File: config.mk
export PLATFORM = sky130hd
export DESIGN_NAME = fler_front
export DESIGN_NICKNAME = d
export VERILOG_FILES = /design/src/rtl/core/fler_pkg.sv /design/src/rtl/core/fler_front.sv
export SDC_FILE = /design/constraint.sdc
export NUM_CORES = 1
export LEC_CHECK = 0
export BUFFER_PORTS_ARGS = -buffer_cell sky130_fd_sc_hd__buf_2
export CELL_PAD_IN_SITES_DETAIL_PLACEMENT = 1
export CELL_PAD_IN_SITES_GLOBAL_PLACEMENT = 2
export CORE_UTILIZATION = 41
export CTS_BUF_LIST = sky130_fd_sc_hd__clkbuf_4 sky130_fd_sc_hd__clkbuf_8 sky130_fd_sc_hd__clkbuf_16
export CTS_CLUSTER_DIAMETER = 40
export CTS_CLUSTER_SIZE = 25
export DETAILED_ROUTE_END_ITERATION = 16
export PLACE_DENSITY = 0.94
export SLEW_MARGIN = 10
export SYNTH_ARGS = -nofsm -noshare
export SYNTH_HDL_FRONTEND = slang
export SYNTH_SLANG_ARGS = --single-unit
File: constraint.sdc
create_clock -name i_clk -period 10.3 [get_ports i_clk]
set_input_delay 2.575 -clock i_clk [delete_from_list [all_inputs] [get_ports i_clk]]
set_output_delay 2.575 -clock i_clk [all_outputs]
set_load 0.01 [all_outputs]
File: src/rtl/core/fler_pkg.sv
// Shared types and constants of the frame buffer line and ellipse rasterizer.
package fler_pkg;

    // Screen and pixel defaults
    localparam int SCREEN_COLUMNS = 128;
    localparam int SCREEN_ROWS    = 64;
    localparam int SHADE_BITS     = 4;

    // Datapath widths
    localparam int COORD_W   = 13;
    localparam int ACC_W     = 48;
    localparam int ERR_W     = 12;
    localparam int ROW_SLOTS = 256;

    // Command codes
    localparam logic [2:0] REQ_PIXEL   = 3'd0;
    localparam logic [2:0] REQ_LINE    = 3'd1;
    localparam logic [2:0] REQ_OUTLINE = 3'd2;
    localparam logic [2:0] REQ_FILL    = 3'd3;
    localparam logic [2:0] REQ_READ    = 3'd4;

    typedef struct packed {
        logic [2:0] req_type;
        logic [7:0] x0;
        logic [7:0] y0;
        logic [7:0] x1;
        logic [7:0] y1;
        logic [7:0] rad_x;
        logic [7:0] rad_y;
        logic [3:0] pixel_shade;
    } t_cmd;

    typedef struct packed {
        logic [3:0] read_shade;
        logic       command_done;
    } t_res;

    typedef enum logic [2:0] {
        OP_NOP,
        OP_PIXEL,
        OP_LINE,
        OP_OUTLINE,
        OP_FILL,
        OP_READ
    } t_op;

    // Classified command as held in the queue
    typedef struct packed {
        t_op  op;
        logic zero_rad;
        t_cmd cmd;
    } t_qent;

    // Back end status seen by the front end
    typedef struct packed {
        logic clearing;
    } t_bstat;

endpackage

File: src/rtl/core/fler_front.sv
// Command intake: classifies commands and queues them for the drawing engine.
module fler_front (
    input  logic            i_clk,
    input  logic            i_rst_n,
    input  logic            start,
    input  fler_pkg::t_cmd  i_cmd,
    output logic            busy,
    input  fler_pkg::t_bstat i_bstat,
    output logic            o_q_valid,
    output fler_pkg::t_qent o_q_ent,
    input  logic            i_q_pop
);
    import fler_pkg::*;

    localparam int QD = 2;

    t_qent      r_ent [QD];
    logic       r_wp, n_wp;
    logic       r_rp, n_rp;
    logic [1:0] r_cnt, n_cnt;
    t_qent      w_new;
    logic       w_push;

    // Classify the incoming command
    always_comb begin
        w_new.cmd      = i_cmd;
        w_new.zero_rad = (i_cmd.rad_x == 8'd0) && (i_cmd.rad_y == 8'd0);
        case (i_cmd.req_type)
            REQ_PIXEL:   w_new.op = OP_PIXEL;
            REQ_LINE:    w_new.op = OP_LINE;
            REQ_OUTLINE: w_new.op = OP_OUTLINE;
            REQ_FILL:    w_new.op = OP_FILL;
            REQ_READ:    w_new.op = OP_READ;
            default:     w_new.op = OP_NOP;
        endcase
    end

    assign busy      = (r_cnt == 2'(QD)) || i_bstat.clearing;
    assign w_push    = start && !busy;
    assign o_q_valid = (r_cnt != 2'd0);
    assign o_q_ent   = r_ent[r_rp];

    // Queue pointers
    always_comb begin
        n_wp  = w_push ? r_wp + 1'b1 : r_wp;
        n_rp  = i_q_pop ? r_rp + 1'b1 : r_rp;
        n_cnt = r_cnt + 2'(w_push) - 2'(i_q_pop);
    end

    always_ff @(posedge i_clk) begin
        if (!i_rst_n) begin
            r_wp  <= 1'b0;
            r_rp  <= 1'b0;
            r_cnt <= 2'd0;
        end else begin
            r_wp  <= n_wp;
            r_rp  <= n_rp;
            r_cnt <= n_cnt;
        end
    end

    // Queue storage
    always_ff @(posedge i_clk) begin
        if (w_push) begin
            r_ent[r_wp] <= w_new;
        end
    end

`ifndef SYNTH
    a_cnt_bound: assert property (@(posedge i_clk) disable iff (!i_rst_n)
        r_cnt <= 2'(QD)) else $error("queue count above depth");
    a_pop_nonempty: assert property (@(posedge i_clk) disable iff (!i_rst_n)
        i_q_pop |-> r_cnt != 2'd0) else $error("pop from empty queue");
    a_push_count: assert property (@(posedge i_clk) disable iff (!i_rst_n)
        (w_push && !i_q_pop) |=> r_cnt == $past(r_cnt) + 2'd1)
        else $error("push lost");
`endif
endmodule

==> impl_metrics.ini <==
[cts]
clock_tree.root_cell = sky130_fd_sc_hd__clkbuf_8
resized_gates_after_cts = 0
clock_insertion_delay_worst_skew_ns = 0.50
post_cts_hold_buffer_count = 0
clock_path_buffers = 2
cts-htree-levels = 4
cts-buffers-inserted = 17
clkSlewWorstSetupHoldPaths_ns = 0.06
clock_sinks = 123
tritoncts = built
post_cts_buffers = 0

[final_layout]
register_area_mm2 = 0.00364
multiInputGateArea_um2 = 912
fillCellCount = 1048
post_route_cells_drive_above_1_share = 0.583
finish.net_count = 418
insertedDiodeCount = 0
flow.area_growth_from_synthesis_pct = 28.9

[setup_path]
critical_path.n_buffers_inverters = 2
cp.required_ns = 7.73
worstSetupEndpointType = output port
most_frequent_cp_cell = sky130_fd_sc_hd__buf_2
crit_slowest_cell = sky130_fd_sc_hd__buf_2
slowest_delay_ns = 0.13
critical_path_peak_fanout = 2
crit_family = buffers and inverters
crit_path_start_kind = input port
critical_path.cell_chain = buf_2 > nand2b_1 > buf_2
timing_worst_setup_path_type = in -> out
worst_ep_arrival_time_ns = 2.93

[place]
gp_congestion = 0.647
place_hpwl_mm = 5.73
placement.io_buffers = 120

[sta]
fin_tns_setup_ns = 0
tightest_slew_ns = 0.877
clock-skew-final_ns = 0.00765
timing.hold.ws_ns = 0.518
slew_violations = 0
fin_crit_ns = 5.50
period_share = 0.534
slew_headroom = 0.414
hold_violations = 0
finish_stage_setup_viols = 0
rsz_0062_raised_after_global_routing = no
max_clock_freq_mhz = 182

[synthesis]
postSynth.topFlopCell = sky130_fd_sc_hd__edfxtp_1
asyncSetResetFlopFracSynth = 0
syn-cell-area_mm2 = 0.00461
syn_nets = 283
synth_enable_flop_cells = 118
netlist-cell-type-count = 22
seq_area_frac_synth = 0.791
ys_seq_elements = 123
yosysWarningCount = 0
syn_avg_cell_area_um2 = 20.8
syn-instance-count = 221

[global_routing]
first_global_vias = 2543
grt_max_degree = 60
grt_overflow = 0
grt_antenna_before_repair = 0
grt_first_pass_wirelength_mm = 13.2
grt_usage = 0.158

[floorplan]
fp.dieArea_mm2 = 0.0117
area_of_the_core_mm2 = 0.0109
floorplan_row_count = 38
fp.dieH_um = 108
top_level_ports = 121
fp.dieW_um = 108
starting_density = 0.423

[status]
outcome = finished clean

[flow_run]
cap_viol_max_count = 0

[power]
cellLeakagePower_nw = 2.23
power_density_mw_per_mm2 = 217
ir_worst_vdd_mv = 0.0942

[routing]
routed_wl_mm = 8.83
vias = 2415
drt_first_pass_iters = 4
antenna_violating_nets_post_route = 0
residual_drc = 0
route.detailed.wl_per_inst_um = 17.3
drt_first_iter_violations = 58
vias_per_cell = 4.74

[hold_path]
hold_path.class = reg -> reg
==> worst reg2reg max path: cells and delay by family, from the launching register on <==
family / cells / cell delay, ns
simple gates: 3 / 1.16
flops: 1 / 0.35
buf+inv: 1 / 0.54
==> cell usage after synthesis (3+ instances only) <==
| cell type | count | share of area |
|---|---|---|
| sky130_fd_sc_hd__mux2_2 | 49 | 0.12 |
| sky130_fd_sc_hd__nand2_1 | 4 | 0.0033 |
| sky130_fd_sc_hd__mux2_4 | 10 | 0.033 |
| sky130_fd_sc_hd__dfxtp_1 | 5 | 0.022 |
| sky130_fd_sc_hd__xnor2_1 | 3 | 0.0057 |
| sky130_fd_sc_hd__nor2_1 | 4 | 0.0033 |
| sky130_fd_sc_hd__edfxtp_1 | 118 | 0.77 |
| sky130_fd_sc_hd__nor4_1 | 4 | 0.0054 |
| sky130_fd_sc_hd__and2_1 | 4 | 0.0054 |
| sky130_fd_sc_hd__buf_2 | 4 | 0.0043 |
==> layer usage <==
metal / vias to the layer above / share of wire / global-route usage
met1: 1195 / 0.41 / 0.174
met5: - / 0 / 0
met2: 75 / 0.54 / 0.281
met4: 0 / 0.012 / 0.0646
met3: 10 / 0.046 / 0.0470
li1: 1135 / - / -
==> layout make-up <==
class	instances	share of cell area
multi-input combinational	89	0.154
sequential	123	0.614
tap	140	0.0295
clock buffer	18	0.0710
clock inverter	14	0.0259
timing repair buffer	123	0.105
inverter	2	0.00126
==> final timing paths <==
kind | to | slack [ns] | depth (start not counted) | from
worst max-delay path | busy | 4.80 | 3 | i_bstat
worst min-delay path | r_wp | 0.52 | 2 | r_wp
worst max register to register | r_ent[0][4] | 7.89 | 4 | r_cnt[0]
worst min register to register | r_wp | 0.52 | 2 | r_wp
==> registers in the layout, indices dropped and copies added (netlist names), named ones only <==
register / cells
r_cnt: 2
r_wp: 1
r_rp: 1
r_ent: 118
==> placed cells by master, fill, tap and decap left out, drive strengths merged <==
master    instances
bufinv            3
nor2              4
clkinv            6
clkbuf           18
nand3b            1
ha                2
o21ai             1
mux2i             1
clkinvlp          5
or2               1
xnor2             3
a21oi             1
nor4              4
nand2b            2
xor2              1
and4              1
edfxtp          118
inv               2
nand2             4
mux2             59
buf             123
dfxtp             5
and2              4
==> metrics by stage <==
| step | util | power, mW | setup slack, ns | cells | instance area, µm² |
|---|---|---|---|---|---|
| 2_1_floorplan | - | 0.678 | 4.53 | 221 | 4610 |
| 3_3_place_gp | 0.493 | 0.726 | 4.79 | 477 | 5360 |
| 3_5_place_dp | 0.493 | 0.733 | 4.80 | 477 | 5360 |
| 4_1_cts | 0.545 | 1.30 | 4.79 | 509 | 5940 |
| 5_1_grt | 0.545 | 1.33 | 4.77 | 509 | 5940 |
| 6_report | 0.545 | 1.29 | 4.80 | 509 | 5940 |
==> where the power goes <==
group | internal [mW] | switching, mW | leakage (nW)
clock | 0.366 | 0.201 | 0.269
sequential | 0.582 | 0.00987 | 1.13
combinational | 0.0610 | 0.0679 | 0.835
total | 1.01 | 0.278 | 2.23
==> cells by family after synthesis <==
kind of cell	share of synthesized area
muxes	0.155
AOI/OAI and AO/OA	0.00217
xor gates and xnor gates	0.00761
adders and majority gates	0.00543
DFF	0.791
and+or+nand+nor	0.0250
buffers and inverters	0.0141
Note: power is estimated with default switching activity, not from simulation.
